===== src/hdl/bit_stuffing_frame_builder_defines.svh =====
// Assertion macros for the bit-stuffing frame builder.
// Needs clk_i and rst_ni in the scope where a macro is used.
`ifndef BIT_STUFFING_FRAME_BUILDER_DEFINES_SVH
`define BIT_STUFFING_FRAME_BUILDER_DEFINES_SVH

// Consequent must hold in the same cycle as the antecedent.
`define BSFB_ASSERT_NOW(lbl, ante, cons) \
  lbl: assert property (@(posedge clk_i) disable iff (!rst_ni) (ante) |-> (cons)) \
    else $error("bsfb assertion failed in current cycle");

// Consequent must hold in the cycle after the antecedent.
`define BSFB_ASSERT_NEXT(lbl, ante, cons) \
  lbl: assert property (@(posedge clk_i) disable iff (!rst_ni) (ante) |=> (cons)) \
    else $error("bsfb assertion failed in next cycle");

`endif


===== src/hdl/bsfb_pkg.sv =====
// Package for the bit-stuffing frame builder: sizes, flag pattern, plan type.
// No dependencies; used by every module of the block.
`timescale 1ns / 1ps

package bsfb_pkg;

  localparam int TYPE_BITS = 16;
  localparam int PAD_BITS  = 21;
  localparam int STUFF_RUN = 5;
  localparam int ADDR_BITS = 3;
  localparam int FLAG_BITS = 8;
  localparam int RUN_W     = 3;

  localparam logic [FLAG_BITS-1:0] FLAG = 8'b0111_1110;

  localparam int HDR_BITS = FLAG_BITS + 2 * ADDR_BITS + TYPE_BITS;
  localparam int TRL_BITS = PAD_BITS + 1 + FLAG_BITS;
  localparam int SEQ_BITS = HDR_BITS + 2 + TRL_BITS;
  localparam int CNT_W    = $clog2(SEQ_BITS + 1);

  typedef logic [SEQ_BITS-1:0] seq_t;
  typedef logic [CNT_W-1:0]    cnt_t;
  typedef logic [RUN_W-1:0]    run_t;

  // Bit sequence for one item, first line bit in bit 0.
  typedef struct packed {
    seq_t seq;
    cnt_t len;
    logic trl;
  } plan_t;

  function automatic logic [ADDR_BITS-1:0] rev_addr(input logic [ADDR_BITS-1:0] a);
    logic [ADDR_BITS-1:0] r;
    for (int i = 0; i < ADDR_BITS; i++) begin
      r[i] = a[ADDR_BITS-1-i];
    end
    return r;
  endfunction

  function automatic logic [TYPE_BITS-1:0] rev_type(input logic [TYPE_BITS-1:0] t);
    logic [TYPE_BITS-1:0] r;
    for (int i = 0; i < TYPE_BITS; i++) begin
      r[i] = t[TYPE_BITS-1-i];
    end
    return r;
  endfunction

endpackage


===== src/hdl/bsfb_plan.sv =====
// Frame state and per-item plan: header, payload, stuffed zero, trailer.
// Depends on bsfb_pkg.
`timescale 1ns / 1ps

module bsfb_plan
  import bsfb_pkg::*;
(
  input  logic                 clk_i,
  input  logic                 rst_ni,
  input  logic                 accept_i,
  input  logic                 payload_bit_i,
  input  logic                 frame_start_i,
  input  logic                 frame_finish_i,
  input  logic [ADDR_BITS-1:0] receiver_addr_i,
  input  logic [ADDR_BITS-1:0] source_addr_i,
  input  logic [15:0]          frame_type_i,
  output plan_t                plan_o
);

  run_t ones_run_q, ones_run_d;
  logic parity_q, parity_d;
  logic in_frame_q, in_frame_d;

  logic                active;
  logic                par_base;
  logic                par_new;
  run_t                run_base;
  run_t                run_inc;
  logic                stuff;
  logic [TYPE_BITS-1:0] ftype;
  logic [HDR_BITS-1:0] hdr;
  logic [TRL_BITS-1:0] trl;
  seq_t                seq;

  assign ftype  = frame_type_i[TYPE_BITS-1:0];
  assign active = frame_start_i | in_frame_q;

  always_comb begin
    // Header restarts parity and the run of ones.
    par_base = frame_start_i ? ^{receiver_addr_i, source_addr_i, ftype} : parity_q;
    par_new  = par_base ^ payload_bit_i;
    run_base = frame_start_i ? '0 : ones_run_q;
    run_inc  = run_base + run_t'(1);
    stuff    = payload_bit_i && (run_inc >= run_t'(STUFF_RUN));

    hdr = {rev_type(ftype), rev_addr(source_addr_i), rev_addr(receiver_addr_i), FLAG};
    trl = '0;
    trl[PAD_BITS] = ~par_new;
    trl[TRL_BITS-1 -: FLAG_BITS] = FLAG;

    // Stuffed zero needs no bit: the sequence starts cleared.
    seq = '0;
    if (frame_start_i) begin
      seq[HDR_BITS-1:0] = hdr;
      seq[HDR_BITS]     = payload_bit_i;
    end else begin
      seq[0] = payload_bit_i;
    end
    if (frame_finish_i) begin
      case ({frame_start_i, stuff})
        2'b00:   seq = seq | (seq_t'(trl) << 1);
        2'b01:   seq = seq | (seq_t'(trl) << 2);
        2'b10:   seq = seq | (seq_t'(trl) << (HDR_BITS + 1));
        2'b11:   seq = seq | (seq_t'(trl) << (HDR_BITS + 2));
        default: seq = seq;
      endcase
    end

    plan_o.seq = seq;
    plan_o.trl = frame_finish_i;
    if (active) begin
      plan_o.len = cnt_t'(1) + cnt_t'(stuff)
                 + (frame_start_i  ? cnt_t'(HDR_BITS) : '0)
                 + (frame_finish_i ? cnt_t'(TRL_BITS) : '0);
    end else begin
      plan_o.len = '0;
    end

    ones_run_d = ones_run_q;
    parity_d   = parity_q;
    in_frame_d = in_frame_q;
    if (accept_i && active) begin
      in_frame_d = ~frame_finish_i;
      parity_d   = frame_finish_i ? 1'b0 : par_new;
      if (frame_finish_i || !payload_bit_i || stuff) begin
        ones_run_d = '0;
      end else begin
        ones_run_d = run_inc;
      end
    end
  end

  always_ff @(posedge clk_i or negedge rst_ni) begin
    if (!rst_ni) begin
      ones_run_q <= '0;
      parity_q   <= 1'b0;
      in_frame_q <= 1'b0;
    end else begin
      ones_run_q <= ones_run_d;
      parity_q   <= parity_d;
      in_frame_q <= in_frame_d;
    end
  end

endmodule


===== src/hdl/bsfb_serializer.sv =====
// Sequence and output registers: one line bit out per cycle unless stalled.
// Depends on bsfb_pkg.
`timescale 1ns / 1ps

module bsfb_serializer
  import bsfb_pkg::*;
(
  input  logic  clk_i,
  input  logic  rst_ni,
  input  logic  load_i,
  input  plan_t plan_i,
  output logic  ready_o,
  output logic  m_valid_o,
  input  logic  m_ready_i,
  output logic  line_bit_o,
  output logic  run_last_o,
  output logic  frame_end_o
);

  seq_t seq_q, seq_d;
  cnt_t cnt_q, cnt_d;
  logic trl_q, trl_d;
  logic valid_q, valid_d;
  logic bit_q, bit_d;
  logic last_q, last_d;
  logic end_q, end_d;

  logic out_free;
  logic emit;
  logic final_bit;

  assign out_free  = ~valid_q | m_ready_i;
  assign emit      = out_free && (cnt_q != '0);
  assign final_bit = (cnt_q == cnt_t'(1));
  // Take a new item as soon as the last bit of the current one moves out.
  assign ready_o   = (cnt_q == '0) || (final_bit && emit);

  always_comb begin
    seq_d   = seq_q;
    cnt_d   = cnt_q;
    trl_d   = trl_q;
    valid_d = valid_q;
    bit_d   = bit_q;
    last_d  = last_q;
    end_d   = end_q;

    if (emit) begin
      valid_d = 1'b1;
      bit_d   = seq_q[0];
      last_d  = final_bit;
      end_d   = final_bit & trl_q;
      seq_d   = seq_q >> 1;
      cnt_d   = cnt_q - cnt_t'(1);
    end else if (m_ready_i) begin
      valid_d = 1'b0;
    end

    if (load_i) begin
      seq_d = plan_i.seq;
      cnt_d = plan_i.len;
      trl_d = plan_i.trl;
    end
  end

  always_ff @(posedge clk_i or negedge rst_ni) begin
    if (!rst_ni) begin
      cnt_q   <= '0;
      valid_q <= 1'b0;
    end else begin
      cnt_q   <= cnt_d;
      valid_q <= valid_d;
    end
  end

  always_ff @(posedge clk_i) begin
    seq_q  <= seq_d;
    trl_q  <= trl_d;
    bit_q  <= bit_d;
    last_q <= last_d;
    end_q  <= end_d;
  end

  assign m_valid_o   = valid_q;
  assign line_bit_o  = bit_q;
  assign run_last_o  = last_q;
  assign frame_end_o = end_q;

endmodule


===== src/hdl/bit_stuffing_frame_builder.sv =====
// Top level of the bit-stuffing frame builder (HDLC-style serial framer).
// Depends on bsfb_pkg, bsfb_plan, bsfb_serializer and the defines header.
//
// Usage:
//   Slave stream: one payload bit per item. tuser marks the first bit of a
//   frame (header goes out first), tlast marks the last (trailer follows).
//   Addresses and type are sampled only with the first bit.
//   Master stream: one line bit per item. tlast closes the run of bits caused
//   by one input item, tuser flags the final bit of the closing flag.
//   The plan loads into the sequence register at the accepting edge; the first
//   line bit then moves into the output register, where the receiver takes it.
//   Line bits: an item causes one line bit mid-frame, 2 with a stuffed zero,
//   30 more for a header and 30 more for a trailer, 62 at most. The sequence
//   shift register emits one bit per cycle while the receiver takes bits, and a
//   new item loads in the cycle its predecessor's last bit leaves.
//   Items outside a frame produce no bits and leave tready high.
//   Reset: asynchronous, active low; clears the run of ones, parity, the
//   in-frame flag, the pending bit count and the output valid.
//   Receiver stall: the output register holds its bit, the sequence register
//   holds, and tready drops once the current item still has bits to send.
`timescale 1ns / 1ps
`include "bit_stuffing_frame_builder_defines.svh"

module bit_stuffing_frame_builder
  import bsfb_pkg::*;
(
  input  logic        clk_i,
  input  logic        rst_ni,
  input  logic        s_axis_tvalid,
  output logic        s_axis_tready,
  // [0] payload_bit, [3:1] receiver_addr, [6:4] source_addr,
  // [22:7] frame_type, [23] zero
  input  logic [23:0] s_axis_tdata,
  input  logic        s_axis_tlast,   // frame_finish
  input  logic        s_axis_tuser,   // frame_start
  output logic        m_axis_tvalid,
  input  logic        m_axis_tready,
  // [0] line_bit, [7:1] zero
  output logic [7:0]  m_axis_tdata,
  output logic        m_axis_tlast,   // run_last
  output logic        m_axis_tuser    // frame_end
);

  logic  accept;
  plan_t plan;
  logic  line_bit;

  // An item enters when valid meets ready; the plan is built on the same edge.
  assign accept = s_axis_tvalid & s_axis_tready;

  bsfb_plan u_plan (
    .clk_i           (clk_i),
    .rst_ni          (rst_ni),
    .accept_i        (accept),
    .payload_bit_i   (s_axis_tdata[0]),
    .frame_start_i   (s_axis_tuser),
    .frame_finish_i  (s_axis_tlast),
    .receiver_addr_i (s_axis_tdata[3:1]),
    .source_addr_i   (s_axis_tdata[6:4]),
    .frame_type_i    (s_axis_tdata[22:7]),
    .plan_o          (plan)
  );

  // Hold the bit sequence of one item and advance it as the receiver takes bits.
  bsfb_serializer u_ser (
    .clk_i       (clk_i),
    .rst_ni      (rst_ni),
    .load_i      (accept),
    .plan_i      (plan),
    .ready_o     (s_axis_tready),
    .m_valid_o   (m_axis_tvalid),
    .m_ready_i   (m_axis_tready),
    .line_bit_o  (line_bit),
    .run_last_o  (m_axis_tlast),
    .frame_end_o (m_axis_tuser)
  );

  assign m_axis_tdata = {7'b0, line_bit};

  // The closing flag bit ends the run of its item and is a zero.
  `BSFB_ASSERT_NOW(a_end_is_last, m_axis_tvalid && m_axis_tuser, m_axis_tlast)
  `BSFB_ASSERT_NOW(a_end_is_zero, m_axis_tvalid && m_axis_tuser, !m_axis_tdata[0])
  // A header keeps the serializer busy, so no item follows a frame start directly.
  `BSFB_ASSERT_NEXT(a_hdr_busy, accept && s_axis_tuser, !s_axis_tready)

endmodule


===== config.mk =====
export PLATFORM = sky130hd
export DESIGN_NAME = bit_stuffing_frame_builder
export DESIGN_NICKNAME = d
export VERILOG_FILES = /design/src/hdl/bsfb_pkg.sv /design/src/hdl/bsfb_plan.sv /design/src/hdl/bsfb_serializer.sv /design/src/hdl/bit_stuffing_frame_builder.sv
export VERILOG_INCLUDE_DIRS = /design/src /design/src/hdl
export SDC_FILE = /design/constraint.sdc
export NUM_CORES = 1
export LEC_CHECK = 0
export BUFFER_PORTS_ARGS = -buffer_cell sky130_fd_sc_hd__buf_2
export CORE_MARGIN = 2
export CORE_UTILIZATION = 54
export CTS_CLUSTER_DIAMETER = 100
export DETAILED_ROUTE_END_ITERATION = 10
export PLACE_DENSITY = 0.85
export SLEW_MARGIN = 10
export SYNTH_ARGS = -nofsm -noshare
export SYNTH_HDL_FRONTEND = slang
export SYNTH_SLANG_ARGS = --single-unit

===== constraint.sdc =====
create_clock -name clk_i -period 5 [get_ports clk_i]
set_clock_uncertainty 0.1 [all_clocks]
set_input_delay 0.5 -clock clk_i [delete_from_list [all_inputs] [get_ports clk_i]]
set_output_delay 0.5 -clock clk_i [all_outputs]
set_load 0.01 [all_outputs]

======== Yosys cells after proc, flatten, opt, wreduce, memory -nomap -nowiden ========
Index checks and enable logic that the tools add are counted.
word-level totals
  register bits after elaboration ......... 78
  latch bits .............................. 0
  memory bits (writable) .................. 0
  memory bits (read-only) ................. 0
  bits of input ports ..................... 30
  output and inout bits ................... 12
  logic and storage cells ................. 63
  memories ................................ 0
cells by class
  $add $sub $neg .......................... 5
  multiply operators ...................... 0
  divide/modulo/power cells ............... 0
  magnitude comparators ................... 1
  equal/unequal tests ..................... 4
  shift-type cells ........................ 0
  mux-type cells .......................... 17
  bitwise operators ....................... 12
  reduce and logical (&&, ||, !) cells .... 14
operators with widths
  operator             number
  $pmux 62 s4          1
  $mux 62              3
  $or 31x61->61        1
  $or 31x60->60        1
  $or 31x30->31        1
  $or 31x31->31        1
  $mux 30              1
  $reduce_xor 22->1    1
  $mux 6               3
  $add 6x6->6          2
  $mux 5               2
  $eq 6x1->1 const B   1
  $logic_not 6->1      1
  $mux 3               2
  $reduce_bool 6->1    1
  $sub 6x1->6 const B  1
  $mux 1               5
  $eq 2x2->1 const B   2
  $logic_and 1x1->1    4
  $reduce_bool 2->1    2
  $add 3x1->3 const B  1
  $ge 3x3->1 const B   1
  $logic_or 1x1->1     3
  $not 1->1            3
  other kinds (7)      9

======== Logic depth before layout (Yosys ltp) ========
  depth in word-level cells ............... 9
  gate-level depth with buffers ........... 13
  mapped depth without buffers ............ 11

======== Hierarchy ========
From an unflattened synthesis, not the netlist that was laid out.
second synthesis, totals
  cells, all modules ...................... 350
  area total of the unflattened synthesis .. 4388.0 µm²
by module, submodules not included
  module                      times used  cells each  area each (µm²)  sequential area each (µm²)
  bsfb_serializer             1           197         3226.8           2157.1
  bsfb_plan                   1           143         1091.0           125.1
  bit_stuffing_frame_builder  1           10          70.1             0.0

======== Worst setup path before layout ========
OpenSTA, ideal clock, no wires.
  path kind ............................... in2reg
  from .................................... input s_axis_tuser
  to ...................................... register u_ser.cnt_q[2]
  setup time .............................. 0.120 ns
  data arrival time ....................... 3.155 ns
  data required time ...................... 4.780 ns
  slack ................................... 1.625 ns
  stages .................................. 13
  path buffers ............................ 2
  cell sequence ........................... clkbuf_1 -> inv_1 -> clkbuf_1 -> nand2_1 -> ha_1 -> nor2_1 -> or3_1 -> a21oi_1 -> fa_1 -> fa_1 -> a21oi_1 -> a31oi_1 -> o22a_2
on the way
  cells in the longest elaborated chain, start to end .. 9
  elaborated cells between the ends (all ways) .. 11
  those cells by class .................... 4 x add/sub; 1 x order compare; 4 x mux; 1 x bitwise; 1 x reduce/logical
RTL lines
  item                    line                              source
  start: declaration      bit_stuffing_frame_builder.sv:35  input logic s_axis_tuser,
  $mux 3                  bsfb_plan.sv:42                   run_base = frame_start_i ? '0 : ones_run_q;
  $add 3x1->3             bsfb_plan.sv:43                   run_inc = run_base + run_t'(1);
  $ge 3x3->1              bsfb_plan.sv:44                   stuff = payload_bit_i && (run_inc >= run_t'(STUFF_RUN));
  $logic_and 1x1->1       bsfb_plan.sv:44
  $add 1x1->2             bsfb_plan.sv:72                   plan_o.len = cnt_t'(1) + cnt_t'(stuff)
  $add 6x6->6             bsfb_plan.sv:73                   + (frame_start_i ? cnt_t'(HDR_BITS) : '0)
  $add 6x6->6             bsfb_plan.sv:74                   + (frame_finish_i ? cnt_t'(TRL_BITS) : '0);
  $mux 6 (*)              bsfb_plan.sv:71                   if (active) begin
  $mux 6 (*)              bsfb_serializer.sv:58             if (load_i) begin
  end signal: assignment  bsfb_serializer.sv:70             cnt_q <= cnt_d;
  end: declaration        bsfb_serializer.sv:21             cnt_t cnt_q, cnt_d;
Mark *: on every way between the ends. The rest lies on a longest branch, timed or not.
A chain may end at the register's enable or synchronous reset.

======== Worst setup path in the final report ========
Ends and elaborated chain as after synthesis.

==> results.txt <==
The flow ran to the end, and the final reports show no timing, DRC or antenna violations. The root buffer cell chosen for the clock tree is clkbuf_8. The overflow left after global routing came out at 0. The core footprint is approximately 0.0068 mm2. The worst path required time came out at 5.15 ns. The type of origin of the critical path is an input pin. The fraction of synthesized cell area in xor and xnor cells is 0.05720. The number of nets still failing antenna checks after routing is 0.

The first routing iteration left around 210 violations. The total power of the final layout is 1753 uW. The count of endpoints failing hold in the final timing report came out at 0. Port buffering added 33 buffers. The total length of routed wires is 6607 um. The die outline height is 87.47 um.

The placed standard-cell area is 0.003945 mm2. The congestion estimate from routability-driven global placement came to between 0.8 and 0.9. The via count of the first global-routing pass came out at 2193. The gate count after technology mapping came out at between 300 and 400. The power density over cell area is around 420 mW/mm2. The largest single stage delay on the critical path is roughly 0.42 ns.

The fraction of final layout cells sized beyond drive strength 1 is 0.1737. Measured on the finished design, the core utilization comes to 0.6206. The max-slew violation count is 0. The number of instances resized during post-cts repair came out at 0. The initial antenna violation count was 0.

Setup repair after global routing left no endpoint under its margin. The share of cell area taken by muxes after synthesis came out at 0.002660. The actual slew at the worst max-slew pin came out at 0.8681 ns. The arrival time reported for the critical path endpoint is approximately 3.5 ns. The starting density of the core came out at 0.5569.

A synthesized cell averages 11.72 um2. The number of unique standard cell types used by synthesis came out at 47. The sum of negative setup slack is 0 ns. Dividing the detail-routed wire length by the instance count gives 15.12 um. The critical path in this run is classified as in -> reg. The synthesis-to-layout area growth is 11.44%. The clock latency at the later pin of the worst-skew pair came out at between 0.3 and 0.4 ns. Entering global routing, the biggest net connects 72 pins. At the placement stage, the worst setup path has a slack of 1.345 ns. The minimum clock period after layout came out at 3.343 ns. The mapped netlist covers 0.003762 mm2. The total of max-cap violations is 0. The total setup violations reported at the end of the flow is 0.

The leakage power came out at 0.001682 uW. The final route contains 2425 vias. TritonCTS built the clock tree. The register with the most flip-flops in the layout has 61 of them. For this run, the leading register cell type out of synthesis is edfxtp_1. For this design, the slowest cell found on the critical path is fa_1.

The ratio of final minimum period to clock period is 0.6686. The maximum operating frequency came out at around 0.3 GHz. 42 I/O pins were placed. The most flop-heavy register is u_ser.seq_q.

The overall global routing resource usage came out at 0.1839. Yosys mapped a number of flops with a built-in enable equal to between 60 and 70. The worst-case IR drop observed on VDD is roughly 240 uV. Detailed placement finished with a half-perimeter wire length of 4235 um. The synthesized-area fraction occupied by adder cells came out at 0.02927.

The clock buffer count from CTS came out at 9. After the last flow step, the layout net total stands at 389. The die width is 87.47 um. The number of vias per cell after detailed routing is 5.549.

The total of flip-flops plus latches after synthesis is a little under 80. The clock passes through at most 2 buffers. The signal on the critical path passes through buf_2, inv_1, nand2_1, ha_1, nor2_1, or3_1, a21oi_1, fa_1, fa_1, a21oi_1, a31oi_1, o22a_2. The main combinational cell family by area after synthesis is simple AND/OR/NAND/NOR gates. The number of standard-cell rows in the floorplan is 30. The complex-gate fraction of the synthesized area came out at 0.1187. The final non-filler cell area is 0.004193 mm2. The async set or reset register ratio after synthesis came out at 0.1558.

For this run, the register share of the synthesized area comes to 0.5986. The simple-gate area share of the yosys netlist came out at 0.1520. The clock slew at the register clock pins of the worst setup and hold paths came out at 0.08 ns. The max-slew headroom at the worst pin is 0.4205. The floorplan step defined a die boundary enclosing 0.007651 mm2. The number of remaining DRC errors came out at 0. The TritonCTS sink count came out at 77. The wire length of the first global-routing pass came out at 10570 um.

The repair_antennas step left the layout with diodes totalling 0. The largest registers in the layout are u_ser.seq_q: 61 flops, u_ser.cnt_q: 6 flops, u_plan.ones_run_q: 3 flops. The first TritonRoute pass finished after 5 iterations. STA classifies the critical path endpoint as a register.

The type of the most critical hold path is reg -> reg. The final critical-path setup slack came out at 1.657 ns. The count of warnings emitted by yosys came out at 0.

Of all nets on the critical path, the largest fanout is 29. The H-tree depth reported by CTS came out at 3.
-- per-stage QoR --
step | std cells | hold slack (ns)
2_1_floorplan | 328 | 0.1044
5_1_grt | 437 | 0.3335
3_5_place_dp | 420 | 0.3034
4_1_cts | 437 | 0.3278
3_3_place_gp | 420 | 0.2918
6_report | 437 | 0.3359
-- routing by layer --
metal / track usage / share of wire
met1: 0.2435 / 0.44
met4: 0.05455 / 0.0074
met2: 0.2865 / 0.50
met5: 0 / 0
met3: 0.06635 / 0.053
-- power breakdown --
part	switching (uW)	leakage (uW)	internal, uW
Sequential	60.7	0.000779	819
Combinational	167	0.000789	141
Clock	233	0.000115	332
Total	460	0.00168	1290
-- final cells by class --
cell class | instances | area [um2]
Multi-Input combinational cell | 221 | 1386
Tap cell | 80 | 100.1
Fill cell | 509 | 2564
Sequential cell | 77 | 2252
Clock inverter | 6 | 110.1
Inverter | 7 | 26.28
Timing Repair Buffer | 36 | 190.2
Clock buffer | 10 | 127.6
-- synth_stat cells (all sizes together), types with 4 or more instances --
library cell / instances / area [um2]
a21o: 12 / 90.09
a21oi: 7 / 35.03
a31oi: 8 / 50.05
and2: 28 / 177.7
buf: 11 / 81.33
clkbuf: 12 / 45.04
dfrtp: 12 / 300.3
edfxtp: 65 / 1952
ha: 4 / 50.05
inv: 7 / 26.28
nand2: 50 / 190.2
nand2b: 4 / 25.02
nand3: 4 / 20.02
nor2: 15 / 56.30
o21ai: 21 / 105.1
or3: 5 / 32.53
xnor2: 17 / 148.9
xor2: 5 / 43.79
-- worst paths after layout --
path	slack (ns)	to	depth (start not counted)	startpoint
min in group asynchronous	0.45	u_ser.cnt_q[3]$_DFFE_PN0P_	2	rst_ni
worst min-delay path	0.34	u_ser.line_bit_o$_DFFE_PP_	0	u_ser.seq_q[0]$_DFFE_PP_
max in group asynchronous	4.11	u_plan.parity_q$_DFFE_PN0P_	2	rst_ni
worst min register to register	0.34	u_ser.line_bit_o$_DFFE_PP_	0	u_ser.seq_q[0]$_DFFE_PP_
worst max-delay path	1.66	u_ser.cnt_q[2]$_DFFE_PN0P_	12	s_axis_tuser
worst max register to register	2.09	u_ser.cnt_q[2]$_DFFE_PN0P_	10	u_plan.ones_run_q[0]$_DFFE_PN0P_
-- what timing repair did --
action / 4_1_cts / 5_1_grt
hold buffers: 1 / 0
setup buffers: 0 / 0
hold endpoints to repair: 12 / 0
-- worst max-delay path: cells and delay by family --
| kind | cells | cell delay [ns] |
|---|---|---|
| compound gates | 4 | 0.74 |
| fa+ha+maj | 3 | 1.05 |
| simple gates | 3 | 0.52 |
| buf+inv | 2 | 0.67 |
-- cells in the final DEF, fill, tap and decap left out, drive strengths merged, types with 4 or more instances in the layout --
cell,synthesis,final
inv,7,8
nor2,15,15
or3,5,5
nand2b,4,4
and2,28,28
nand3,4,4
clkbuf,12,10
nand2,50,50
a31oi,8,8
conb,1,8
a21oi,7,7
xor2,5,5
o21ai,21,21
edfxtp,65,65
xnor2,17,17
a21o,12,12
ha,4,4
dfrtp,12,12
buf,11,35
-- cell families after synthesis --
logic type / after synthesis
other: 1
buffers and inverters: 30
xor gates and xnor gates: 23
DFF: 77
AOI/OAI and AO/OA: 67
and+or+nand+nor: 115
adders and majority gates: 7
muxes: 1
Power figures use the tool's default switching activity.
